## src/rtl/sdens_ram.sv

```systemverilog
module sdens_ram #(
    parameter int WIDTH = 32,
    parameter int DEPTH = 64
) (
    input  logic                                         i_clk,
    input  logic                                         i_we,
    input  logic [((DEPTH > 1) ? $clog2(DEPTH) : 1)-1:0] i_waddr,
    input  logic [WIDTH-1:0]                             i_wdata,
    input  logic                                         i_re,
    input  logic [((DEPTH > 1) ? $clog2(DEPTH) : 1)-1:0] i_raddr,
    output logic [WIDTH-1:0]                             o_rdata
);

    logic [WIDTH-1:0] r_mem [DEPTH];
    logic [WIDTH-1:0] r_rdata;

    always_ff @(posedge i_clk) begin
        if (i_we) begin
            r_mem[i_waddr] <= i_wdata;
        end
        if (i_re) begin
            r_rdata <= r_mem[i_raddr];
        end
    end

    assign o_rdata = r_rdata;

endmodule

```

## config.mk

```make
export PLATFORM = sky130hd
export DESIGN_NAME = sdens_ram
export DESIGN_NICKNAME = d
export VERILOG_FILES = /design/src/rtl/sdens_ram.sv
export SDC_FILE = /design/constraint.sdc
export NUM_CORES = 2
export LEC_CHECK = 0
export ABC_AREA = 1
export BUFFER_PORTS_ARGS = -buffer_cell sky130_fd_sc_hd__buf_2
export CAP_MARGIN = 30
export CORE_MARGIN = 2
export CORE_UTILIZATION = 30
export CTS_BUF_LIST = sky130_fd_sc_hd__clkbuf_8
export DETAILED_ROUTE_END_ITERATION = 10
export GPL_TIMING_DRIVEN = 0
export PLACE_DENSITY_LB_ADDON = 0.3
export SYNTH_ARGS = -nofsm -noshare
export SYNTH_HDL_FRONTEND = slang
export SYNTH_SLANG_ARGS = --single-unit
```

## constraint.sdc

```tcl
create_clock -name i_clk -period 4.5 [get_ports i_clk]
set_clock_uncertainty 0.15 [all_clocks]
set_input_delay 0.225 -clock i_clk [delete_from_list [all_inputs] [get_ports i_clk]]
set_output_delay 0.225 -clock i_clk [all_outputs]
set_load 0.005 [all_outputs]
```

# ---- Yosys cells after proc, flatten, opt, wreduce, memory -nomap -nowiden
# Memory sizes are Yosys's and may differ from the RTL's. A register that Yosys moved wholly into a read port is not among the register bits.
# Index checks and enable logic that the tools add are counted.
dict set report op_classes {
  mux 2
}
# operator count
set op_table {}
lappend op_table {{1-bit 2-to-1 mux} 2}
dict set report word_totals {
  regBits 0
  mem_bits_rw 2048
  out_inout_bits 32
  n_memories 1
}
# memory depth word_bits rd rd_ports_with_merged_regs wr line
set memory_table {}
lappend memory_table {r_mem 64 32 1 1 1 14} ;# logic [WIDTH-1:0] r_mem [DEPTH];

# ---- Logic depth before layout (Yosys ltp)
dict set report logic_depth {
  depth_word 2
  ltp_mapped 13
  ltp_nobuf 9
}

# ---- Worst setup path after synthesis
# No wires, ideal clock.
dict set report synth_path {
  kind {input-to-reg}
  from {input port i_we}
  to {memory r_mem[48][0] (enable)}
  arrival_time_ns 3.853
  t_required_ns 3.848
  path_slack_ns -0.005
  path_stages 3
  path_cell_list {clkbuf_1 nand4_1 nor4_1}
}
dict set report synth_between {
  elab_chain_cells 2
}
# element line
set synth_lines {}
lappend synth_lines {{start, declared} 6} ;# input logic i_we,
lappend synth_lines {{1-bit 2-to-1 mux} 18} ;# if (i_we) begin
lappend synth_lines {{1-bit 2-to-1 mux (implied by the code)} 19} ;# r_mem[i_waddr] <= i_wdata;
lappend synth_lines {{end, declared} 14}
# No other way between the ends.

# ---- Final worst setup path
dict set report layout_path {
  from {input port i_we}
  to {memory r_mem[55][22] (enable)}
}
# Same word-level chain as after synthesis.

==> reports/results.tsv <==
metric	value	unit
register area	0.0625	sq mm
DP Wirelength	252	mm
Die Span X	530	um
worst setup path endpoint	r_mem[55][22]	
worst flop-to-flop path endpoint	o_rdata[19]	
CP Launch Point	i_we	
Crit Path Category	input port to flip-flop	
PnR worst setup slack	1.12	ns
top post-synthesis cells by area	edfxtp_1, nand3_1, nand2_1	
DRT antenna net count	0	
max frequency	0.296	GHz
flop-to-flop setup slack	1.92	ns
Final Hold Fails	0	
Total Wirelength	360	mm
drt via density	5.37	
first-pass GRT wire length	479	mm
WHS Path Cells	2	
CP Data Required Time	5.07	ns
Routed wire per std cell	31.5	um
register area share after synthesis	0.752	
Post-Syn Area per Cell	12.3	sq um
Slew HR	0.196	
CTS max path bufs	4	
clock sink count	2080	
Nets	7493	
# rows	193	
worst skew pair latency	1.10	ns
layout cell share with drive strength beyond 1	0.138	
Final Slew Violations	0	
Core Util, Final	0.357	
core area	0.276	sq mm
post_cts resized	0	
crit start category	input port	
ys flop type	edfxtp_1	
Async SR Flop Fraction	0	
Finish-stage setup viols	0	
die area	0.281	sq mm
Slew @ Worst Pin	1.20	ns
Mapped Area	0.0831	sq mm
CP arrival	3.95	ns
CTS Root Cell	clkbuf_8	
CP Max Fanout	9	
Hold Path Class	input port to flip-flop	
Die Y	530	um
post-synthesis cell count	6769	
Boundary Pins	79	
routability cong.	1.00	
H-tree depth	5	
GRT Util Overall	0.250	
FF+latch count, synth	2080	
status	finished, final reports clean	
initial DRC count	10391	
Leak Pwr	35.1	nW
syn nets	6816	
Max Cap Viol	0	
total grt overflow	0	
Yosys warning count	0	
Post-synth EDFFs	2080	
largest area contributor in the netlist	edfxtp_1	
most frequent cell after synthesis	nand2_1	
CTS Hold Bufs	54	
Tcrit/Tclk final	0.751	
postcts setup bufs	0	
pin count of the biggest net entering global routing	65	
vias in the first global route	55831	
Reg2Reg Depth	8	
antenna violations before repair	53	
Crit. End Element	flip-flop	
CTS buffer count	361	
Post-synth top cells	nand2_1, edfxtp_1, nand3_1	
area of the multi-input gates	0.0188	sq mm
pwr/cell area	412	mW/mm^2
Clock transition at path regs	0.07	ns
pre-CTS setup slack	0.695	ns
WHS	0.0517	ns
vias post-DR	61398	
reg2reg start	r_mem[49][19]	
min Tclk post-route	3.38	ns
fill cell count	26832	
first-pass detailed-route iteration total	8	
drt drc	0	
share of the synthesized area in the top cell type	0.752	
RSZ-0062 raised after global routing	no	
Cell variety after synth	15	
area delta synth->final	18.7	%
Max VDD drop	0.175	mV
# port buffers	70	
CTS tree	built	
Initial Utilization	0.301	
## metal layers
layer	GRT usage	vias up	wire length [um]
met5	0	-	60
met4	0.157	8	25400
met3	0.0604	773	43600
met2	0.370	4488	155000
met1	0.330	30477	136000
li1	-	25652	-
## flip-flops by register name, summed over array words and instances, names as in the netlist
register	cells
r_mem	2048
o_rdata	32
## power breakdown
part / total, mW / internal, mW / switching [mW]
registers: 21.5 / 21.5 / 0.0357
clock network: 15.7 / 7.80 / 7.87
logic: 3.46 / 0.742 / 2.71
total: 40.7 / 30.0 / 10.6
## critical path, cell delays in order
cell and delay (ns):
dlygate4sd3_1 0.68, clkbuf_1 0.35, nand4_1 0.25, dlygate4sd3_1 0.75, nor4_2 0.93, buf_4 0.33
buf_4 0.21, buf_4 0.21
## per-stage QoR
step	instances	TNS, ns	area (sq um)	power [mW]
finish	11436	0	98600	40.7
detailed placement	10728	0	91700	25.2
CTS	11397	0	98400	40.6
floorplan	6769	-1.28	83100	23.3
global placement	10544	-2982.81	88000	25.1
global route	11414	0	98500	41.6
## layout make-up
cell class | instances | area share
inverter | 12 | 0.000482
clock buffer | 367 | 0.0512
timing repair buffer | 314 | 0.0421
sequential | 2080 | 0.634
antenna | 33 | 0.000838
tap | 3705 | 0.0470
multi-input combinational | 4228 | 0.190
buffer | 449 | 0.0229
clock inverter | 248 | 0.0115
## worst min path at each step
| stage | start | slack (ns) | end |
|---|---|---|---|
| after detailed placement | i_wdata[13] | 0.37 | r_mem[55][13] |
| after global placement | o_rdata[31] | 0.47 | o_rdata[31] |
| final | i_wdata[29] | 0.05 | r_mem[12][29] |
| after global routing | i_wdata[24] | 0.04 | r_mem[9][24] |
| after floorplan | i_wdata[0] | 0.17 | r_mem[0][0] |
| after CTS | i_wdata[29] | 0.0006 | r_mem[12][29] |
## logic make-up after synthesis
logic type / share of synthesized area
flops: 0.752
buf+inv: 0.0277
simple gates: 0.220
## cells in the final DEF, fill, tap and decap left out
cell	count
clkinv_1	85
inv_8	1
clkinv_4	1
clkbuf_1	75
clkbuf_2	2
nand2_1	2248
buf_1	40
clkbuf_8	367
inv_2	2
inv_6	2
edfxtp_1	2080
buf_12	67
nand4_1	9
inv_1	133
nor2_4	56
buf_16	37
nor4_2	8
buf_6	10
dlygate4sd3_1	55
nand3_1	1907
buf_2	327
buf_4	126
bufinv_16	5
clkinv_2	25
diode_2	33
clkinvlp_4	5
inv_4	1
buf_8	24
(Power assumes the default switching activity.)
