`src/rtl/sdens_pkg.sv`:
```
package sdens_pkg;

    localparam int MAX_PARTICLES = 64;
    localparam int PART_AW       = (MAX_PARTICLES > 1) ? $clog2(MAX_PARTICLES) : 1;
    localparam int CNT_W         = $clog2(MAX_PARTICLES + 1);
    localparam int ENTRY_W       = 128;
    localparam int DENSITY_W     = 48;
    localparam int CFG_IDX_W     = 2;
    localparam int CFG_DATA_W    = 32;
    localparam int ROOT_STEPS    = 17;

    localparam logic [CFG_IDX_W-1:0] CFG_PARTICLE_COUNT = 2'd0;
    localparam logic [CFG_IDX_W-1:0] CFG_INV_H          = 2'd1;
    localparam logic [CFG_IDX_W-1:0] CFG_KERNEL_SCALE   = 2'd2;

    localparam logic [6:0]  RST_PARTICLE_COUNT = 7'd0;
    localparam logic [31:0] RST_INV_H          = 32'd65536;
    localparam logic [31:0] RST_KERNEL_SCALE   = 32'd5215;

    localparam logic       MODE_WRITE = 1'b0;
    localparam logic       MODE_QUERY = 1'b1;

    typedef struct packed {
        logic [6:0]  particle_count;
        logic [31:0] inv_h;
        logic [31:0] kernel_scale;
    } t_cfg;

    typedef enum logic [4:0] {
        DP_NOP,
        DP_LOAD_I,
        DP_DIFF,
        DP_QX,
        DP_QY,
        DP_QZ,
        DP_SQ0,
        DP_SQ1,
        DP_SQ2,
        DP_ROOT_INIT,
        DP_ROOT_STEP,
        DP_T2,
        DP_T3,
        DP_S2,
        DP_S3,
        DP_KW,
        DP_MLO,
        DP_ACC,
        DP_EMIT
    } t_dp_op;

endpackage

```
`src/rtl/sdens_dp.sv`:
```
module sdens_dp (
    input  logic                              i_clk,
    input  sdens_pkg::t_dp_op                 i_cmd,
    input  logic [sdens_pkg::ENTRY_W-1:0]     i_entry,
    input  sdens_pkg::t_cfg                   i_cfg,
    output logic [sdens_pkg::DENSITY_W-1:0]   o_density,
    output logic                              o_saturated
);
    import sdens_pkg::*;

    localparam logic [53:0] DENSITY_MAX = 54'((64'd1 << DENSITY_W) - 64'd1);

    logic [31:0] r_ri [3];
    logic [31:0] r_a [3];
    logic [16:0] r_q [3];
    logic [31:0] r_m;
    logic        r_skip;
    logic [35:0] r_sum;
    logic [33:0] r_rem;
    logic [33:0] r_root;
    logic [33:0] r_bit;
    logic [18:0] r_tmp;
    logic [19:0] r_t3;
    logic [19:0] r_w;
    logic [35:0] r_kw;
    logic [47:0] r_clo;
    logic [47:0] r_acc;
    logic        r_sat;
    logic [47:0] r_odens;
    logic        r_osat;

    logic [31:0] w_ma;
    logic [31:0] w_mb;
    logic [63:0] w_prod;
    logic [16:0] w_qv;
    logic [17:0] w_t;
    logic [16:0] w_s;
    logic [34:0] w_trial;
    logic [21:0] w_s3x4;
    logic [19:0] w_s3;
    logic [35:0] w_hi;
    logic [52:0] w_c;
    logic [53:0] w_tot;
    logic [32:0] w_d [3];
    logic [31:0] w_abs [3];

    assign w_qv    = r_root[16:0];
    assign w_t     = 18'(131072) - {1'b0, w_qv};
    assign w_s     = 17'(65536) - w_qv;
    assign w_trial = {1'b0, r_root} + {1'b0, r_bit};

    always_comb begin
        for (int k = 0; k < 3; k++) begin
            w_d[k]   = {r_ri[k][31], r_ri[k]} - {i_entry[32*k+31], i_entry[32*k +: 32]};
            w_abs[k] = w_d[k][32] ? 32'(-w_d[k]) : w_d[k][31:0];
        end
    end

    always_comb begin
        case (i_cmd)
            DP_QX:   begin w_ma = r_a[0];             w_mb = i_cfg.inv_h;       end
            DP_QY:   begin w_ma = r_a[1];             w_mb = i_cfg.inv_h;       end
            DP_QZ:   begin w_ma = r_a[2];             w_mb = i_cfg.inv_h;       end
            DP_SQ0:  begin w_ma = 32'(r_q[0]);        w_mb = 32'(r_q[0]);       end
            DP_SQ1:  begin w_ma = 32'(r_q[1]);        w_mb = 32'(r_q[1]);       end
            DP_SQ2:  begin w_ma = 32'(r_q[2]);        w_mb = 32'(r_q[2]);       end
            DP_T2:   begin w_ma = 32'(w_t);           w_mb = 32'(w_t);          end
            DP_T3:   begin w_ma = 32'(r_tmp);         w_mb = 32'(w_t);          end
            DP_S2:   begin w_ma = 32'(w_s);           w_mb = 32'(w_s);          end
            DP_S3:   begin w_ma = 32'(r_tmp);         w_mb = 32'(w_s);          end
            DP_KW:   begin w_ma = i_cfg.kernel_scale; w_mb = 32'(r_w);          end
            DP_MLO:  begin w_ma = r_m;                w_mb = r_kw[31:0];        end
            default: begin w_ma = '0;                 w_mb = '0;                end
        endcase
    end

    assign w_prod = 64'(w_ma) * 64'(w_mb);
    assign w_s3   = w_prod[35:16];
    assign w_s3x4 = {w_s3, 2'b00};
    assign w_hi   = 36'(r_m) * 36'(r_kw[35:32]);
    assign w_c    = 53'(r_clo) + {1'b0, w_hi, 16'b0};
    assign w_tot  = 54'(r_acc) + 54'(w_c);

    always_ff @(posedge i_clk) begin
        case (i_cmd)
            DP_LOAD_I: begin
                r_ri[0] <= i_entry[31:0];
                r_ri[1] <= i_entry[63:32];
                r_ri[2] <= i_entry[95:64];
                r_acc   <= '0;
                r_sat   <= 1'b0;
            end
            DP_DIFF: begin
                r_a[0] <= w_abs[0];
                r_a[1] <= w_abs[1];
                r_a[2] <= w_abs[2];
                r_m    <= i_entry[127:96];
                r_skip <= 1'b0;
            end
            DP_QX, DP_QY, DP_QZ: begin
                if (|w_prod[63:33]) begin
                    r_skip <= 1'b1;
                end
                case (i_cmd)
                    DP_QX:   r_q[0] <= w_prod[32:16];
                    DP_QY:   r_q[1] <= w_prod[32:16];
                    default: r_q[2] <= w_prod[32:16];
                endcase
            end
            DP_SQ0: r_sum <= w_prod[35:0];
            DP_SQ1, DP_SQ2: r_sum <= r_sum + w_prod[35:0];
            DP_ROOT_INIT: begin
                if (|r_sum[35:34]) begin
                    r_skip <= 1'b1;
                end
                r_rem  <= r_sum[33:0];
                r_root <= '0;
                r_bit  <= 34'h1_0000_0000;
            end
            DP_ROOT_STEP: begin
                if ({1'b0, r_rem} >= w_trial) begin
                    r_rem  <= r_rem - w_trial[33:0];
                    r_root <= (r_root >> 1) + r_bit;
                end else begin
                    r_root <= r_root >> 1;
                end
                r_bit <= r_bit >> 2;
            end
            DP_T2, DP_S2: r_tmp <= w_prod[34:16];
            DP_T3: r_t3 <= w_prod[35:16];
            DP_S3: begin
                if (!w_qv[16]) begin
                    if (22'(r_t3) >= w_s3x4) begin
                        r_w <= 20'(22'(r_t3) - w_s3x4);
                    end else begin
                        r_w <= '0;
                    end
                end else begin
                    r_w <= r_t3;
                end
            end
            DP_KW:  r_kw <= w_prod[51:16];
            DP_MLO: r_clo <= w_prod[63:16];
            DP_ACC: begin
                if (!r_skip) begin
                    if (w_tot > DENSITY_MAX) begin
                        r_acc <= DENSITY_MAX[47:0];
                        r_sat <= 1'b1;
                    end else begin
                        r_acc <= w_tot[47:0];
                    end
                end
            end
            DP_EMIT: begin
                r_odens <= r_acc;
                r_osat  <= r_sat;
            end
            default: ;
        endcase
    end

    assign o_density   = r_odens;
    assign o_saturated = r_osat;

endmodule

```
`config.mk`:
```
export PLATFORM = sky130hd
export DESIGN_NAME = sdens_dp
export DESIGN_NICKNAME = d
export VERILOG_FILES = /design/src/rtl/sdens_pkg.sv /design/src/rtl/sdens_dp.sv
export SDC_FILE = /design/constraint.sdc
export NUM_CORES = 2
export LEC_CHECK = 0
export ABC_AREA = 1
export BUFFER_PORTS_ARGS = -buffer_cell sky130_fd_sc_hd__buf_2
export CORE_MARGIN = 3
export CORE_UTILIZATION = 60
export CTS_CLUSTER_SIZE = 14
export DETAILED_ROUTE_END_ITERATION = 16
export PLACE_DENSITY = 0.77
export SYNTH_ARGS = -nofsm -noshare
export SYNTH_HDL_FRONTEND = slang
export SYNTH_SLANG_ARGS = --single-unit
export TNS_END_PERCENT = 50
```
`constraint.sdc`:
```
create_clock -name i_clk -period 12.35 [get_ports i_clk]
set_input_delay 1.8525 -clock i_clk [delete_from_list [all_inputs] [get_ports i_clk]]
set_output_delay 1.8525 -clock i_clk [all_outputs]
set_load 0.03 [all_outputs]
```
## Word-level counts from Yosys, hierarchy flattened

Memories as Yosys holds them, arrays and structs flattened.
Cells that the tools add are included.

- Equality and inequality tests: 23
- Reduce and logical (&&, ||, !) cells: 19
- Muxes and demuxes: 41
- Add/subtract/negate cells: 15
- $mul: 2
- $lt $le $gt $ge: 3

Operators by type and width:

| operator | number |
|---|---|
| one-hot mux 32 bit (11 select lines) | 1 |
| one-hot mux 32 bit (8 select lines) | 1 |
| one-hot mux 34 bit (2 select lines) | 3 |
| subtractor 32 x 32 -> 33 bit | 3 |
| two-way mux 32 bit | 3 |
| two-way mux 48 bit | 2 |
| negator 32 bit | 3 |
| one-hot mux 48 bit (2 select lines) | 1 |
| one-hot mux 36 bit (2 select lines) | 1 |
| two-way mux 34 bit | 2 |
| multiplier 32 x 32 -> 64 bit | 1 |
| adder 48 x 53 -> 54 bit | 1 |
| greater-than comparator 54 x 48 -> 1 bit (second input constant) | 1 |
| adder 48 x 52 -> 53 bit | 1 |
| equality test 5 x 4 -> 1 bit (second input constant) | 8 |
| two-way mux 20 bit | 2 |
| adder 36 bit | 1 |
| multiplier 32 x 4 -> 36 bit | 1 |
| adder 34 x 34 -> 35 bit | 1 |
| greater-or-equal comparator 34 x 35 -> 1 bit | 1 |
| adder 33 x 34 -> 34 bit | 1 |
| two-way mux 17 bit | 2 |
| OR reduction 17 bit | 2 |
| subtractor 34 bit | 1 |
| 21 further kinds | 59 |

- RAM bits: 243
- Logic and storage cells: 121
- Output and inout bits: 49
- Memories: 3
- Register bits after elaboration: 412

Memory list:

| memory | words | width | read ports | clocked after Yosys merged registers in | write ports | RTL line | RTL |
|---|---|---|---|---|---|---|---|
| r_a | 3 | 32 | 3 | 0 | 3 | sdens_dp.sv:14 | `logic [31:0] r_a [3];` |
| r_ri | 3 | 32 | 3 | 0 | 3 | sdens_dp.sv:13 | `logic [31:0] r_ri [3];` |
| r_q | 3 | 17 | 3 | 0 | 1 | sdens_dp.sv:15 | `logic [16:0] r_q [3];` |

## Longest topological paths before layout

- Depth in word-level cells: 7
- Depth in mapped cells: 57
- Depth with buffers taken out: 55

## Least setup slack after synthesis

OpenSTA, ideal clock, no wires.

- Path kind: input to register
- Start point: input port i_cmd[3]
- End point: register r_w[11], data pin
- Library setup time: 0.252 ns
- Path slack: 0.881 ns
- Buffers on the path: 5
- Stages on the path: 48
- Arrival time: 11.216 ns
- Cell sequence: nor2_1 > inv_2 > nor3_1 > buf_2 > buf_2 > buf_2 > a221oi_1 > nand2_1 > inv_1 > buf_2 > nor2_1 > fa_1 > fa_1 > fa_1 > inv_1 > fa_1 > inv_1 > fa_1 > [... 12 more ...] > xor2_1 > inv_1 > ha_1 > nand2_1 > nor2_1 > nand2_1 > nand3_1 > a21oi_1 > o21ai_1 > a21oi_1 > o21ai_0 > nand3_1 > nand3_1 > nand2_1 > nor2_2 > buf_4 > nand2_1 > nand2_1

- Longest elaborated chain between the ends: 7

Ends and longest elaborated chain:

| element | RTL line | RTL |
|---|---|---|
| start: declaration | sdens_dp.sv:3 | `input sdens_pkg::t_dp_op i_cmd,` |
| equality test 5 x 3 -> 1 bit, or another cell as far along | sdens_dp.sv:60 | `case (i_cmd)` |
| OR reduction 3 bit (no line) / OR reduction 2 bit (equally long branches) | n/a |  |
| one-hot mux 32 bit (8 select lines) / one-hot mux 32 bit (11 select lines) (equally long branches) | sdens_dp.sv:60 |  |
| multiplier 32 x 32 -> 64 bit * | sdens_dp.sv:77 | `assign w_prod = 64'(w_ma) * 64'(w_mb);` |
| net w_prod[21] | sdens_dp.sv:34 | `logic [63:0] w_prod;` |
| subtractor 20 bit / greater-or-equal comparator 20 x 22 -> 1 bit (equally long branches) | sdens_dp.sv:134, sdens_dp.sv:133 |  |
| two-way mux 20 bit * | sdens_dp.sv:133 | `if (22'(r_t3) >= w_s3x4) begin` |
| two-way mux 20 bit * | sdens_dp.sv:132 | `if (!w_qv[16]) begin` |
| end signal: assignment | sdens_dp.sv:134 | `r_w <= 20'(22'(r_t3) - w_s3x4);` |
| end signal: assignment | sdens_dp.sv:139 | `r_w <= r_t3;` |
| end: declaration | sdens_dp.sv:24 | `logic [19:0] r_w;` |

Mark *: on every way through the listed nets, which the timed path passes. The rest lies on a longest branch.
A chain may end at the register's enable or synchronous reset.

## Worst setup path after layout

- Start point: input port i_cmd[4]
- End point: register r_skip, enable pin

- Longest elaborated chain between the ends: 7

Ends and longest elaborated chain:

| element | RTL line | RTL |
|---|---|---|
| equality test 5 x 3 -> 1 bit, or another cell as far along | sdens_dp.sv:60, sdens_dp.sv:85 |  |
| OR reduction 3 bit (no line) / OR reduction 2 bit (equally long branches) | n/a |  |
| one-hot mux 32 bit (8 select lines) / one-hot mux 32 bit (11 select lines) (equally long branches) | sdens_dp.sv:60 |  |
| multiplier 32 x 32 -> 64 bit | sdens_dp.sv:77 |  |
| OR reduction 31 bit | sdens_dp.sv:101 | `if (\|w_prod[63:33]) begin` |
| inequality test 2 x 1 -> 1 bit (no line) | n/a |  |
| AND reduction 3 bit (no line) * | n/a |  |
| end signal: assignment | sdens_dp.sv:98 | `r_skip <= 1'b0;` |
| end signal: assignment | sdens_dp.sv:102 | `r_skip <= 1'b1;` |
| end signal: assignment | sdens_dp.sv:114 | `r_skip <= 1'b1;` |
| end: declaration | sdens_dp.sv:17 | `logic r_skip;` |

Mark *: on every way between the ends. The rest lies on a longest branch, timed or not.

==> run summary <==
CTS tree: yes
Fin. Hold Viols: 0
cts hold-fix bufs: 0
outcome: complete, no violations
Critical Path RT: 12780 ps
crit-path max cell delay: 870 ps
CP arrival: 12500 ps
fmax: 82.9 MHz
Pwr Total: 9800 uW
share of the synthesized area in the top cell type: 23.3%
Avg Cell Area, Syn: 7.69 um^2
DRC: 0
Util after Layout: 66.7%
type of the tightest min-delay check: register to register
Worst-Skew Late Latency: 680 ps
post-synthesis sequential area ratio: 22.4%
total die area: 147000 um^2
# IOs: 254
P per Cell Area: 105 nW/um^2
ys async rst share: 0%
sequential power share: 27.1%
Yosys top cell by area: fa_1
synth cell count leaders: nand2_1, inv_1, nor2_1
ranking of synthesized cells by area: fa_1, edfxtp_1, nand2_1, inv_1, ha_1
count of cell types in the netlist: 67
final setup vio count: 0
Leak Pwr: 0.0485 uW
Int Power: 5610 uW
critical path type: input port to register
Mapped Cells: 11100
Setup crit end kind: register
CTS sink count: 638
pin count of the biggest net entering global routing: 76
relative slew slack: 16.6%
vias after detailed routing: 77600
GRT Total Usage: 41.6%
GP Congestion: 1.12
CTS H-tree depth: 3
initial drt markers: 9281
Post-Syn Area: 85500 um^2
final net count: 13400
initial antenna violation count: 30
combinational share of power: 51.2%
Worst Tran Pin Value: 1250 ps
remaining global-route overflow: 0
Most used DFF post-synth: edfxtp_1
Initial Utilization: 60.8%
post-DP HPWL: 255000 um
min Tclk post-route: 12070 ps
Chip Height: 383 um
number of global-route vias before repair: 76600
worst clock skew: 22.2 ps
via/cell ratio: 5.73
Sw Share: 42.8%
Post-Route WL: 305000 um
pins over their slew limit: 0
Reg clk slew, reported paths: 60 ps
Post-Syn Nets: 12900
most used cell, CP: nand2_1
DR pass1 iterations: 7
Post-synth EDFFs: 638
Ys Warns: 0
CTS root buf: clkbuf_16
clock buffer count from CTS: 72
maximum clock path buffer count: 3
hold_ws: 452 ps
RSZ-0062 raised after global routing: no
CP Launch Type: input port
Sum Neg Setup Slack: 0 ps
Port Buffers: 246
Yosys reg bits: 638
row cnt: 137
wire per inst: 22.5 um
remaining antenna violation count: 0
Crit Path Max Fanout: 18
first-pass GRT wire length: 456000 um
Area Overhead vs Synth: 9.71%
Psw: 4190 uW
total core area: 141000 um^2
max-cap violations: 0
most frequent cell after synthesis: nand2_1
final worst path period share: 97.7%
clock network power share: 21.7%
Die Span X: 383 um
slowest stage cell on the critical path: fa_1
share of layout cells above drive strength 1: 8.42%
Max VDD drop: 139 uV
[routing by layer]
| layer | share of wire [%] | track usage (%) | routed length (um) | up-vias |
|---|---|---|---|---|
| li1 | - | - | - | 35200 |
| met1 | 38 | 54.7 | 115000 | 36700 |
| met2 | 41 | 60.7 | 126000 | 4865 |
| met3 | 15 | 15.5 | 45800 | 823 |
| met4 | 5.9 | 19.6 | 17900 | 24 |
| met5 | 0.11 | 0 | 351 | - |
[stage by stage]
step	instance area, um^2	instances	setup slack (ps)
global route	93700	13500	14.9
detailed placement	91400	13400	-199
global placement	91400	13400	-125
floorplan	85500	11100	881
CTS	93700	13500	476
finish	93800	13500	281
[path summary, 6_finish.rpt]
| path | to | from | cells after the start | slack [ps] |
|---|---|---|---|---|
| worst max-delay path | r_skip | i_cmd[4] | 39 | 280 |
| worst min-delay path | o_density[20] | r_acc[20] | 0 | 450 |
| worst max register to register | r_sum[32] | r_root[0] | 48 | 920 |
| worst min register to register | o_density[20] | r_acc[20] | 0 | 450 |
[registers in the layout, summed over array words and instances, names as in the netlist, 36 cells and up]
register	cells
r_kw	36
r_q	51
r_acc	48
r_sum	36
o_density	48
r_clo	48
r_a	96
r_ri	96
[cells by family after synthesis]
logic type | synth area share, %
flops | 22.4
compound gates | 6.96
xor+xnor | 3.42
buf+inv | 12.6
fa+ha+maj | 31.9
simple gates | 22.7
[layout by cell type, fill, tap and decap left out, types with 14 or more instances in the layout]
cell,n
a22o_1,48
nor3_1,80
clkinv_1,14
a21boi_0,17
clkbuf_16,73
fa_1,995
edfxtp_1,638
buf_2,246
nand4_1,118
a22oi_1,15
a21o_1,16
or2_2,24
buf_4,402
nand3_1,432
o21bai_1,32
nand3b_1,22
nor4_1,23
nor2_2,22
inv_2,47
o21ai_0,304
a21oi_1,427
xor2_1,210
o21a_1,14
buf_12,26
ha_1,590
clkbuf_1,15
o21ai_1,22
inv_1,2472
nand2_2,28
a31oi_1,30
nand2_1,2849
a221oi_1,27
xnor2_1,104
nor2_1,1098
diode_2,17
[power groups by stage]
stage / Sequential, uW / Clock, uW / Combinational [uW]
3_3_place_gp: 2700 / 0 / 4740
6_report: 2660 / 2130 / 5020
4_1_cts: 2650 / 2150 / 4850
2_1_floorplan: 2680 / 0 / 2700
5_1_grt: 2660 / 2230 / 5420
3_5_place_dp: 2700 / 0 / 4820
[worst max-delay path, delay by kind of cell]
kind                       cells  cell delay (ps)
AOI/OAI and AO/OA              4              820
adders and majority gates      9             5270
buffers and inverters          9             1920
and+or+nand+nor               17             2570
[what timing repair did]
action,CTS,global route
endpoints found under the setup margin,0,19
gates resized for setup,0,10
buffers inserted,0,1
[cell type report]
| type | instances | area, um^2 |
|---|---|---|
| timing repair buffer | 674 | 4770 |
| clock inverter | 40 | 365 |
| fill | 12100 | 46800 |
| tap | 1876 | 2350 |
| clock buffer | 88 | 1880 |
| antenna | 17 | 42.5 |
| sequential | 638 | 19200 |
| inverter | 2525 | 9480 |
| multi-input combinational | 7690 | 55700 |
No activity file was read; power rests on OpenSTA's default activity.
