### src/rtl/sdens_pkg.sv
package sdens_pkg;

    localparam int MAX_PARTICLES = 64;
    localparam int PART_AW       = (MAX_PARTICLES > 1) ? $clog2(MAX_PARTICLES) : 1;
    localparam int CNT_W         = $clog2(MAX_PARTICLES + 1);
    localparam int ENTRY_W       = 128;
    localparam int DENSITY_W     = 48;
    localparam int CFG_IDX_W     = 2;
    localparam int CFG_DATA_W    = 32;
    localparam int ROOT_STEPS    = 17;

    localparam logic [CFG_IDX_W-1:0] CFG_PARTICLE_COUNT = 2'd0;
    localparam logic [CFG_IDX_W-1:0] CFG_INV_H          = 2'd1;
    localparam logic [CFG_IDX_W-1:0] CFG_KERNEL_SCALE   = 2'd2;

    localparam logic [6:0]  RST_PARTICLE_COUNT = 7'd0;
    localparam logic [31:0] RST_INV_H          = 32'd65536;
    localparam logic [31:0] RST_KERNEL_SCALE   = 32'd5215;

    localparam logic       MODE_WRITE = 1'b0;
    localparam logic       MODE_QUERY = 1'b1;

    typedef struct packed {
        logic [6:0]  particle_count;
        logic [31:0] inv_h;
        logic [31:0] kernel_scale;
    } t_cfg;

    typedef enum logic [4:0] {
        DP_NOP,
        DP_LOAD_I,
        DP_DIFF,
        DP_QX,
        DP_QY,
        DP_QZ,
        DP_SQ0,
        DP_SQ1,
        DP_SQ2,
        DP_ROOT_INIT,
        DP_ROOT_STEP,
        DP_T2,
        DP_T3,
        DP_S2,
        DP_S3,
        DP_KW,
        DP_MLO,
        DP_ACC,
        DP_EMIT
    } t_dp_op;

endpackage

### src/rtl/sdens_ctrl.sv
module sdens_ctrl (
    input  logic                           i_clk,
    input  logic                           i_rst_n,
    input  logic                           i_query,
    input  logic [5:0]                     i_particle_index,
    input  logic [6:0]                     i_count,
    input  logic                           i_out_stall,
    output logic                           o_busy,
    output logic                           o_rd_en,
    output logic [sdens_pkg::PART_AW-1:0]  o_rd_addr,
    output sdens_pkg::t_dp_op              o_cmd,
    output logic                           o_out_valid,
    output logic [5:0]                     o_result_index
);
    import sdens_pkg::*;

    typedef enum logic [4:0] {
        S_IDLE, S_LOADI, S_RDJ, S_DIFF, S_QX, S_QY, S_QZ, S_SQ0, S_SQ1, S_SQ2,
        S_RINIT, S_ROOT, S_T2, S_T3, S_S2, S_S3, S_KW, S_MLO, S_ACC, S_EMIT
    } t_state;

    t_state             r_state;
    logic [CNT_W-1:0]   r_j;
    logic [CNT_W-1:0]   r_n;
    logic [4:0]         r_step;
    logic [5:0]         r_qidx;
    logic [5:0]         r_res_idx;
    logic               r_out_valid;
    logic [CNT_W-1:0]   n_j;
    logic               w_slot_free;

    assign n_j         = r_j + CNT_W'(1);
    assign w_slot_free = !r_out_valid || !i_out_stall;

    always_ff @(posedge i_clk) begin
        if (!i_rst_n) begin
            r_state     <= S_IDLE;
            r_out_valid <= 1'b0;
            r_j         <= '0;
            r_n         <= '0;
            r_step      <= '0;
        end else begin
            if (r_out_valid && !i_out_stall && (r_state != S_EMIT)) begin
                r_out_valid <= 1'b0;
            end
            case (r_state)
                S_IDLE: begin
                    if (i_query) begin
                        r_qidx  <= i_particle_index;
                        r_state <= S_LOADI;
                        if (32'(i_count) > MAX_PARTICLES) begin
                            r_n <= CNT_W'(MAX_PARTICLES);
                        end else begin
                            r_n <= CNT_W'(i_count);
                        end
                    end
                end
                S_LOADI: begin
                    r_j <= '0;
                    if (r_n == '0) begin
                        r_state <= S_EMIT;
                    end else begin
                        r_state <= S_RDJ;
                    end
                end
                S_RDJ:   r_state <= S_DIFF;
                S_DIFF:  r_state <= S_QX;
                S_QX:    r_state <= S_QY;
                S_QY:    r_state <= S_QZ;
                S_QZ:    r_state <= S_SQ0;
                S_SQ0:   r_state <= S_SQ1;
                S_SQ1:   r_state <= S_SQ2;
                S_SQ2:   r_state <= S_RINIT;
                S_RINIT: begin
                    r_step  <= '0;
                    r_state <= S_ROOT;
                end
                S_ROOT: begin
                    r_step <= r_step + 5'd1;
                    if (r_step == 5'(ROOT_STEPS - 1)) begin
                        r_state <= S_T2;
                    end
                end
                S_T2:    r_state <= S_T3;
                S_T3:    r_state <= S_S2;
                S_S2:    r_state <= S_S3;
                S_S3:    r_state <= S_KW;
                S_KW:    r_state <= S_MLO;
                S_MLO:   r_state <= S_ACC;
                S_ACC: begin
                    r_j <= n_j;
                    if (n_j == r_n) begin
                        r_state <= S_EMIT;
                    end else begin
                        r_state <= S_RDJ;
                    end
                end
                S_EMIT: begin
                    if (w_slot_free) begin
                        r_out_valid <= 1'b1;
                        r_res_idx   <= r_qidx;
                        r_state     <= S_IDLE;
                    end
                end
                default: r_state <= S_IDLE;
            endcase
        end
    end

    always_comb begin
        case (r_state)
            S_LOADI: o_cmd = DP_LOAD_I;
            S_DIFF:  o_cmd = DP_DIFF;
            S_QX:    o_cmd = DP_QX;
            S_QY:    o_cmd = DP_QY;
            S_QZ:    o_cmd = DP_QZ;
            S_SQ0:   o_cmd = DP_SQ0;
            S_SQ1:   o_cmd = DP_SQ1;
            S_SQ2:   o_cmd = DP_SQ2;
            S_RINIT: o_cmd = DP_ROOT_INIT;
            S_ROOT:  o_cmd = DP_ROOT_STEP;
            S_T2:    o_cmd = DP_T2;
            S_T3:    o_cmd = DP_T3;
            S_S2:    o_cmd = DP_S2;
            S_S3:    o_cmd = DP_S3;
            S_KW:    o_cmd = DP_KW;
            S_MLO:   o_cmd = DP_MLO;
            S_ACC:   o_cmd = DP_ACC;
            S_EMIT:  o_cmd = w_slot_free ? DP_EMIT : DP_NOP;
            default: o_cmd = DP_NOP;
        endcase
    end

    assign o_busy         = (r_state != S_IDLE);
    assign o_rd_en        = (r_state == S_IDLE) || (r_state == S_RDJ);
    assign o_rd_addr      = (r_state == S_IDLE) ? PART_AW'(i_particle_index)
                                                : PART_AW'(r_j);
    assign o_out_valid    = r_out_valid;
    assign o_result_index = r_res_idx;

endmodule

### config.mk
export PLATFORM = sky130hd
export DESIGN_NAME = sdens_ctrl
export DESIGN_NICKNAME = d
export VERILOG_FILES = /design/src/rtl/sdens_pkg.sv /design/src/rtl/sdens_ctrl.sv
export SDC_FILE = /design/constraint.sdc
export NUM_CORES = 1
export LEC_CHECK = 0
export BUFFER_PORTS_ARGS = -buffer_cell sky130_fd_sc_hd__buf_4
export CAP_MARGIN = 25
export CORE_MARGIN = 2
export CORE_UTILIZATION = 55
export CTS_BUF_LIST = sky130_fd_sc_hd__clkbuf_16
export DETAILED_ROUTE_END_ITERATION = 8
export GPL_TIMING_DRIVEN = 0
export PLACE_DENSITY = 0.84
export SLEW_MARGIN = 20
export SYNTH_ARGS = -nofsm -noshare
export SYNTH_HDL_FRONTEND = slang
export SYNTH_SLANG_ARGS = --single-unit
### constraint.sdc
create_clock -name i_clk -period 2.1 [get_ports i_clk]
set_input_delay 0.21 -clock i_clk [delete_from_list [all_inputs] [get_ports i_clk]]
set_output_delay 0.21 -clock i_clk [all_outputs]
set_load 0.02 [all_outputs]
### Yosys cells after proc, flatten, opt, wreduce, memory -nomap -nowiden

Cells that the tools add are included.

* register bits: 37
* bits of input ports: 17
* output and inout port bits: 20
* word-level logic and storage cells: 65

* add/subtract/negate cells: 2
* order comparisons: 1
* eq/ne operators: 25
* muxes and demuxes: 15
* reduce and logical (&&, ||, !) cells: 15

Operators with widths (number)
* $pmux 5 s20: 1
* $pmux 5 s18: 1
* $eq 5x4->1 const B: 8
* $mux 5: 6
* $eq 5x5->1 const B: 5
* $eq 5x3->1 const B: 4
* $pmux 7 s2: 1
* $eq 5x2->1 const B: 2
* $pmux 5 s2: 1
* $reduce_and 3->1: 3
* $add 7x1->7 const B: 1
* $eq 7x7->1: 1
* $gt 7x7->1 const B: 1
* $logic_not 7->1: 1
* $mux 7: 1
* $mux 6: 1
* $ne 2x2->1 const B: 3
* $add 5x1->5 const B: 1
* $eq 5x1->1 const B: 1
* $logic_not 5->1: 1
* $ne 5x5->1 const B: 1
* $reduce_bool 5->1: 1
* $reduce_bool 2->1: 2
* $mux 1: 3
* other kinds (4): 7

### Depth between registers and ports, before layout

Gate-level depths: netlist (run 1).

* depth in word-level cells: 6
* depth in mapped cells: 7
* gate-level depth less buffers: 7

### Worst setup path after synthesis (run 1)

No wires, ideal clock.

* path kind: flip-flop to output port
* from: reg r_state[3]
* to: out o_cmd[0]
* arrival time: 1.488 ns
* data required time: 1.890 ns
* path slack: 0.402 ns
* stages on the path, launching flop included: 7
* path buffers: 2
* path through: dfxtp_1 > buf_2 > or2_2 > clkbuf_1 > nand2_1 > o21ai_0 > o21ai_0

* word-level cells in the longest chain between the ends: 2
* elaborated cells on any way between the ends: 19
* classes of those cells: eq/ne (18); mux (1)

Ends and longest elaborated chain
* start: declaration: RTL line sdens_ctrl.sv:22 `t_state r_state;`
* start signal: assignment: RTL line sdens_ctrl.sv:37 `r_state <= S_IDLE;`
* start signal: assignment: RTL line sdens_ctrl.sv:50 `r_state <= S_LOADI;`
* start signal: assignment: RTL line sdens_ctrl.sv:61 `r_state <= S_EMIT;`
* $eq 5x5->1, or another cell as far along: RTL line sdens_ctrl.sv:111 `case (r_state)`
* $pmux 5 s18 (*): RTL line sdens_ctrl.sv:111
* end: declaration: RTL line sdens_ctrl.sv:11 `output sdens_pkg::t_dp_op o_cmd,`

Every way passes the cells marked *; elsewhere a longest branch is shown, timed or not.

### Worst setup path after layout (run 1)

Ends and elaborated chain as after synthesis.

==> results of run 1 <==
-- synth_stat cells (all sizes together), types with 5 or more instances --
master,count
clkbuf,6
nor2,11
edfxtp,12
nand3b,8
a21oi,6
o21ai,15
a21boi,15
nand3,11
nand2,24
and2,5
nor3,11
mux2,6
dfxtp,25
buf,7
xnor2,9
nor2b,7
-- stage by stage --
step                      total power [W]  worst slack [ps]    util  cell area, um2  std cells
final                            0.003207             122.2  0.7169            2585        314
after global routing             0.003359             51.47  0.7169            2585        314
after CTS                        0.003206             64.37  0.7148            2577        314
after detailed placement         0.002215             125.3  0.6593            2377        306
after global placement           0.002170             230.1  0.6593            2377        306
after floorplan                  0.001781             401.6       -            2047        222
-- routing by layer --
metal,global-route usage,wire length [um]
met1,0.3021,1960
met5,0,0
met4,0.09840,88
met3,0.04861,258
met2,0.4072,2394
-- power breakdown --
part	total (W)	internal [W]	switching, W
clock network	0.000962	0.000678	0.000284
registers	0.000873	0.000819	0.0000538
logic	0.00137	0.000561	0.000812
total	0.00321	0.00206	0.00115
-- repair_timing --
action / CTS / global route
cloned: 0 / 0
setup buffers: 0 / 0
setup endpoints to repair: 6 / 11
resized for setup: 2 / 3
-- area by class of cell --
cell class	instances	area [um2]
repair buffers	36	270.3
flip-flops and latches	37	860.8
clock buffers	5	125.1
inverters	3	11.26
clock inverters	3	65.06
fillers	282	1021
plain buffers	13	70.07
well taps	48	60.06
multi-input cells	169	1122
-- registers in the layout, indices dropped and copies added (netlist names) --
register        flops
r_j                 7
r_n                 7
o_result_index      6
r_qidx              6
r_state             5
r_step              5
o_out_valid         1
-- kinds of logic after synthesis --
| group | synth area share |
|---|---|
| buf+inv | 0.03973 |
| compound gates | 0.1626 |
| xor+xnor | 0.05135 |
| simple gates | 0.2647 |
| flops | 0.4205 |
| mux | 0.04279 |
| fa+ha+maj | 0.01834 |
-- layout by cell type, fill, tap and decap left out, types with 2 or more instances in the layout --
cell and n:
inv_1 3, a22oi_1 3, nand2b_1 3, xnor2_1 9
dfxtp_1 25, a21boi_0 14, edfxtp_1 12, o21a_1 3
or3_1 3, ha_1 3, o21ai_0 14, o22ai_1 2
nor2_1 10, nand3_1 10, nand2_1 23, mux2i_1 2
clkbuf_16 5, buf_2 4, nor3_1 8, o31ai_1 2
bufinv_16 2, nand3b_1 8, nor3_2 2, clkbuf_1 5
mux2_2 6, a21oi_1 6, nor2b_1 7, and3_1 3
xor2_1 3, buf_4 38, and2_1 5
-- worst max-delay path by stage --
stage                                  startpoint                          end  slack, ps  cells past startpoint
after floorplan           r_state[3]$_SDFFE_PN0P_                     o_cmd[0]        400                      6
final                     r_state[3]$_SDFFE_PN0P_                     o_cmd[0]        120                      7
after CTS                 r_state[3]$_SDFFE_PN0P_                     o_cmd[0]         60                      7
after detailed placement  r_state[2]$_SDFFE_PN0P_  o_result_index[5]$_DFFE_PP_        130                      4
after global placement    r_state[2]$_SDFFE_PN0P_  o_result_index[2]$_DFFE_PP_        230                      4
after global routing      r_state[3]$_SDFFE_PN0P_                     o_cmd[0]         50                      7
==> results.json, run 1 <==
{
  "slew-limit-headroom": 0.6864,
  "synth-edff-count": 12,
  "hpwlAfterDp_um": 3414,
  "r2r_slack_ps": 280,
  "die_w_um": 65.01,
  "cts_hold_buffers": 0,
  "ioPinCount": 37,
  "synth_top_area_frac": 0.2445,
  "arrival_ps": 1770,
  "slowest_delay_ps": 290,
  "ys_seq_area_frac": 0.4205,
  "fin_crit_sh": 0.9418,
  "worstPathCellList": "buf_2 > or2_2 > clkbuf_1 > nand2_1 > o21ai_0 > o21ai_1 > buf_4",
  "grt_pass1_vias": 1679,
  "ys.warnings.count": 0,
  "postSynthNetCount": 242,
  "maxCapViolCount": 0,
  "coreArea_um2": 3606,
  "cts_tree": "yes",
  "final.setup.tns_ps": 0,
  "cts_root_buf": "clkbuf_16",
  "ys_ff_latch": 37,
  "cts.sinks": 37,
  "rsz0062_at_grt": "no",
  "peakVddDrop_mv": 0.6768,
  "hold_ws_ps": 113.2,
  "startpoint_type": "flip-flop",
  "hold_path.class": "in2reg",
  "path_max_fanout": 10,
  "period_minus_slack_ps": 1978,
  "totalWireLength_um": 4701,
  "drc_errors": 0,
  "tightest_slew_ps": 467.9,
  "vias": 1825,
  "wl_per_cell_um": 14.97,
  "holdPathEnd": "r_qidx[2]$_DFFE_PP_",
  "grt_pass1_wl_um": 7838,
  "r2r-end": "r_qidx[2]$_DFFE_PP_",
  "synthCells": 222,
  "diodes": 0,
  "avgSynthCellArea_um2": 9.221,
  "yosysTopAreaCell": "dfxtp_1",
  "clk_pin_slew_ps": 60,
  "min_from": "i_particle_index[2]",
  "cts_buffers": 5,
  "grtUsageTotal": 0.2420,
  "setup_viol": 0,
  "max_freq_mhz": 505.6,
  "grt-ovfl-total": 0,
  "place.gp.congestion": 0.9037,
  "path_buf_inv": 3,
  "crit_family": "buffers and inverters",
  "min_path_cells": 1,
  "power.leakage_nw": 0.9911,
  "first_pass_iters": 4,
  "h-tree-depth": 2,
  "crit_type": "reg2out",
  "area_growth_pct": 26.28,
  "p_per_area_nw_per_um2": 1241,
  "viasPerCell": 5.812,
  "dieArea_um2": 4226,
  "row_count": 22,
  "antenna_found_initial": 0,
  "grt_max_degree": 13,
  "slew_viol_final": 0,
  "ant_nets": 0,
  "synth_cell_types": 48,
  "nets": 285,
  "end_kind": "primary output",
  "syn_area_um2": 2047,
  "synthArstFlopShare": 0,
  "drive_gt1_frac": 0.2519,
  "ys.flop_type": "dfxtp_1",
  "clk-insertion-delay-late_ps": 280,
  "cp_slowest_cell": "dfxtp_1",
  "die_h_um": 65.01,
  "crit_required_ps": 1890,
  "synth_area_leaders": "dfxtp_1 (24%), edfxtp_1 (18%), a21boi_0 (5.1%), nand2_1 (4.4%), xnor2_1 (3.9%)",
  "clockBufferDepth": 2,
  "finClkSkew_ps": 3.856,
  "drt-initial-drc-count": 158,
  "outcome": "complete, no violations",
  "ff2ff_path_depth": 5,
  "reg2reg_from": "r_state[3]$_SDFFE_PN0P_",
  "io_buffers": 36,
  "finalHoldViolCount": 0,
  "start_util": 0.5677
}
Note: power is estimated with default switching activity, not from simulation.
==> run 2, diff against run 1 <==
--- a/config.mk
+++ b/config.mk
@@ -13,6 +13,7 @@
 export DETAILED_ROUTE_END_ITERATION = 8
 export GPL_TIMING_DRIVEN = 0
 export PLACE_DENSITY = 0.84
+export RECOVER_POWER = 50
 export SLEW_MARGIN = 20
 export SYNTH_ARGS = -nofsm -noshare
 export SYNTH_HDL_FRONTEND = slang
==> run 2 against run 1 <==
Net effect:
- sequential power is essentially flat
- clock skew about the same
- power shrank 0.70%
- sequential cell count unchanged
- global-route usage unchanged
- largest power group unchanged
==> results.json, run 2 (synthesis results as in run 1) <==
{
  "totalWireLength_um": 4707,
  "coreArea_um2": 3606,
  "area_growth_pct": 23.78,
  "slew_viol_final": 0,
  "worstPathCellList": "buf_2 > or2_2 > clkbuf_1 > nand2_1 > o21ai_0 > o21ai_1 > buf_4",
  "setup_viol": 0,
  "power.leakage_nw": 0.9469,
  "fin_cells": 314,
  "startpoint_type": "flip-flop",
  "top_regs": "r_j: 7 flops, r_n: 7 flops",
  "peakVddDrop_mv": 0.6744,
  "final.setup.tns_ps": 0,
  "end_kind": "primary output",
  "dieArea_um2": 4226,
  "clockBufferDepth": 2,
  "row_count": 22,
  "grt_pass1_wl_um": 7838,
  "cp_slowest_cell": "dfxtp_1",
  "diodes": 0,
  "post-place-ws_ps": 125.3,
  "first_pass_iters": 4,
  "wl_per_cell_um": 14.99,
  "die_w_um": 65.01,
  "nets": 285,
  "viasPerCell": 5.860,
  "path_max_fanout": 10,
  "tightest_slew_ps": 472.2,
  "final_area_um2": 2534,
  "period_minus_slack_ps": 1977,
  "cts_tree": "yes",
  "maxCapViolCount": 0,
  "grtUsageTotal": 0.2420,
  "cts.sinks": 37,
  "cts_buffers": 5,
  "most-common-layout-cells": "buf_4 (25), dfxtp_1 (25), nand2_1 (23), clkbuf_1 (16)",
  "nFillCells": 290,
  "ioPinCount": 37,
  "clk-insertion-delay-late_ps": 280,
  "crit_required_ps": 1890,
  "dpl_cell_area_um2": 2377,
  "arrival_ps": 1770,
  "start_util": 0.5677,
  "grt-ovfl-total": 0,
  "clk_pin_slew_ps": 60,
  "crit_type": "reg2out",
  "final_util": 0.7026,
  "crit_family": "buffers and inverters",
  "place.gp.congestion": 0.9037,
  "dp_cells": 306,
  "ant_nets": 0,
  "hpwlAfterDp_um": 3414,
  "fin_crit_sh": 0.9413,
  "finClkSkew_ps": 4.032,
  "p_per_area_nw_per_um2": 1257,
  "hold_path.class": "in2reg",
  "rsz0062_at_grt": "no",
  "die_h_um": 65.01,
  "h-tree-depth": 2,
  "drc_errors": 0,
  "max_freq_mhz": 505.9,
  "io_buffers": 36,
  "grt_pass1_vias": 1679,
  "grt_max_degree": 13,
  "cts_root_buf": "clkbuf_16",
  "antenna_found_initial": 0,
  "finalHoldViolCount": 0,
  "post_cts_buffers": 0,
  "path_buf_inv": 3,
  "outcome": "complete, no violations",
  "slew-limit-headroom": 0.6835,
  "drive_gt1_frac": 0.2068,
  "drt-initial-drc-count": 191,
  "cts_hold_buffers": 0,
  "vias": 1840,
  "slowest_delay_ps": 290,
  "setup_ws_ps": 123.4
}
-- run 2: cell types whose count changed in the layout (fill, tap and decap cells not counted) --
cell | before | now
nand3_4 | 1 | 0
buf_2 | 4 | 3
nand3_1 | 10 | 11
and2_0 | 0 | 2
buf_4 | 38 | 25
and2_1 | 5 | 3
clkbuf_4 | 0 | 3
clkbuf_1 | 5 | 16
-- run 2: path summary, 6_finish.rpt --
check	start	to	slack (ps)	cells after the start
hold reg to reg	r_qidx[2]$_DFFE_PP_	o_result_index[2]$_DFFE_PP_	420	0
setup / recovery	r_state[3]$_SDFFE_PN0P_	o_cmd[0]	120	7
setup reg to reg	r_state[2]$_SDFFE_PN0P_	r_state[0]$_SDFFE_PN0P_	260	6
hold / removal	i_particle_index[2]	r_qidx[2]$_DFFE_PP_	140	1
-- run 2: layout make-up --
| type | count | area, um2 | share of cell area |
|---|---|---|---|
| plain buffers | 13 | 68.82 | 0.02716 |
| clock buffers | 5 | 125.1 | 0.04938 |
| clock inverters | 3 | 65.06 | 0.02568 |
| inverters | 3 | 11.26 | 0.004444 |
| multi-input cells | 169 | 1110 | 0.4380 |
| flip-flops and latches | 37 | 860.8 | 0.3398 |
| well taps | 48 | 60.06 | 0.02370 |
| repair buffers | 36 | 232.7 | 0.09185 |
-- run 2: power breakdown --
| group | switching, W | internal (W) |
|---|---|---|
| clock | 0.000284 | 0.000678 |
| combinational | 0.000798 | 0.000553 |
| sequential | 0.0000533 | 0.000819 |
| total | 0.00114 | 0.00205 |
-- run 2: what timing repair did --
action	in CTS	in global routing
setup endpoints to repair	6	11
cloned	0	0
resized for setup	2	3
-- run 2: per-layer routing --
metal | GRT usage | vias to the layer above | routed length, um
met2 | 0.4072 | 80 | 2380
li1 | - | 879 | -
met3 | 0.04861 | 9 | 361
met4 | 0.09840 | 0 | 88
met5 | 0 | - | 0
met1 | 0.3021 | 872 | 1877
-- run 2: stage by stage --
step                hold WS (ps)  power [W]
floorplan                  308.9   0.001781
finish                     136.0   0.003185
global placement           398.9   0.002170
detailed placement         399.3   0.002215
global route               132.7   0.003337
CTS                        108.8   0.003206
==> run 3, diff against run 2 <==
--- a/config.mk
+++ b/config.mk
@@ -8,11 +8,11 @@
 export BUFFER_PORTS_ARGS = -buffer_cell sky130_fd_sc_hd__buf_4
 export CAP_MARGIN = 25
 export CORE_MARGIN = 2
-export CORE_UTILIZATION = 55
+export CORE_UTILIZATION = 50
 export CTS_BUF_LIST = sky130_fd_sc_hd__clkbuf_16
 export DETAILED_ROUTE_END_ITERATION = 8
 export GPL_TIMING_DRIVEN = 0
-export PLACE_DENSITY = 0.84
+export PLACE_DENSITY = 0.81
 export RECOVER_POWER = 50
 export SLEW_MARGIN = 20
 export SYNTH_ARGS = -nofsm -noshare
==> constraint.sdc (replaced) <==
create_clock -name i_clk -period 1.7 [get_ports i_clk]
set_input_delay 0.17 -clock i_clk [delete_from_list [all_inputs] [get_ports i_clk]]
set_output_delay 0.17 -clock i_clk [all_outputs]
set_load 0.02 [all_outputs]
==> run 3 against run 2 <==
Net effect:
- combinational power grew 49%
- clock skew grew 1.4 ps
- largest power group unchanged
- routed wire length grew 3.1%
- critical path depth shrank 2
- clock power grew 27%
- non-clock buffer count grew 5
==> results.json, run 3 (synthesis results as in run 1) <==
{
  "layout.cells.most_common": "buf_4",
  "area_growth_pct": 32.64,
  "grtUsageTotal": 0.2154,
  "viasPerCell": 5.573,
  "slowest_delay_ps": 310,
  "finalHoldViolCount": 0,
  "clk-insertion-delay-late_ps": 290,
  "most-common-layout-cells": "buf_4 (28), nand2_1 (22), dfxtp_1 (21), a21boi_0 (14), o21ai_0 (13)",
  "outcome": "complete, no violations",
  "dpl_cell_area_um2": 2380,
  "peakVddDrop_mv": 0.7412,
  "crit_type": "reg2out",
  "die_h_um": 67.99,
  "coreArea_um2": 3971,
  "path_buf_inv": 2,
  "finClkSkew_ps": 5.438,
  "setup_viol": 0,
  "hold_path.class": "in2reg",
  "worstPathCellList": "buf_6 > nor2_4 > nand2_4 > mux2_4 > buf_4",
  "max_freq_mhz": 603.0,
  "ant_nets": 0,
  "drive_gt1_frac": 0.2804,
  "crit_required_ps": 1530,
  "cts_buffers": 5,
  "grt_pass1_wl_um": 7500,
  "h-tree-depth": 2,
  "startpoint_type": "flip-flop",
  "diodes": 0,
  "cp_slowest_cell": "mux2_4",
  "path_max_fanout": 10,
  "wl_per_cell_um": 15.12,
  "final_area_um2": 2715,
  "cts_tree": "yes",
  "cts.sinks": 37,
  "cts_root_buf": "clkbuf_16",
  "nFillCells": 310,
  "period_minus_slack_ps": 1658,
  "totalWireLength_um": 4855,
  "drc_errors": 0,
  "setup_ws_ps": 41.61,
  "nets": 290,
  "grt_max_degree": 14,
  "end_kind": "primary output",
  "clk_pin_slew_ps": 60,
  "power.leakage_nw": 1.025,
  "slew_viol_final": 0,
  "first_pass_iters": 4,
  "row_count": 23,
  "dp_cells": 308,
  "place.gp.congestion": 0.8671,
  "p_per_area_nw_per_um2": 1593,
  "top_regs": "r_j: 7 flops, r_n: 7 flops",
  "crit_family": "multiplexers",
  "slew-limit-headroom": 0.7270,
  "post-place-ws_ps": -188.1,
  "vias": 1789,
  "hpwlAfterDp_um": 3159,
  "arrival_ps": 1490,
  "fin_crit_sh": 0.9755,
  "clockBufferDepth": 2,
  "grt_pass1_vias": 1631,
  "start_util": 0.5154,
  "dieArea_um2": 4622,
  "hold_ws_ps": 90.57,
  "grt-ovfl-total": 0,
  "antenna_found_initial": 0,
  "power.total_w": 0.004324,
  "maxCapViolCount": 0,
  "tightest_slew_ps": 409.5,
  "fin_cells": 321,
  "drt-initial-drc-count": 144,
  "io_buffers": 36,
  "ioPinCount": 37,
  "die_w_um": 67.99
}
-- run 3: worst paths after layout --
kind | startpoint | to | slack (ps) | cells after the start
max reg2reg | r_state[2]$_SDFFE_PN0P_ | r_state[0]$_SDFFE_PN0P_ | 70 | 6
min | i_particle_index[2] | r_qidx[2]$_DFFE_PP_ | 90 | 1
max | r_state[0]$_SDFFE_PN0P_ | o_rd_addr[1] | 40 | 5
min reg2reg | r_qidx[0]$_DFFE_PP_ | o_result_index[0]$_DFFE_PP_ | 420 | 0
-- run 3: what timing repair did --
item,CTS,global route
pin swaps,1,1
hold buffers,0,0
buffers inserted,3,4
resized for setup,17,18
endpoints found under the setup margin,26,24
-- run 3: layout make-up --
type	instances	area [um2]	share of cell area
Buffer	11	78.83	0.02903
Timing Repair Buffer	43	305.3	0.1124
Sequential cell	37	868.3	0.3198
Tap cell	50	62.56	0.02304
Clock inverter	3	68.82	0.02535
Multi-Input combinational cell	169	1195	0.4401
Clock buffer	5	125.1	0.04608
Inverter	3	11.26	0.004147
-- run 3: report_power, final --
part           internal [W]  switching [W]
sequential          0.00102      0.0000762
clock              0.000845       0.000377
combinational      0.000906        0.00110
total               0.00277        0.00156
-- run 3: metal layers --
| metal | routed length [um] | track usage |
|---|---|---|
| met1 | 2135 | 0.2842 |
| met2 | 2378 | 0.3532 |
| met3 | 228 | 0.04441 |
| met4 | 112 | 0.06750 |
| met5 | 0 | 0 |
-- run 3: worst register-to-register path: cells and delay by family, from the launching register on --
family                 cells  cell delay, ps
AO/OA/AOI/OAI              2             330
buffers and inverters      1             150
flip-flops                 1             350
AND/OR/NAND/NOR            3             730
-- run 3: metrics by stage --
step,setup TNS (ps),util
after floorplan,0,-
after global placement,-2584,0.5992
after detailed placement,-2259,0.5992
after CTS,0,0.6664
after global routing,-5.718,0.6837
final,0,0.6837
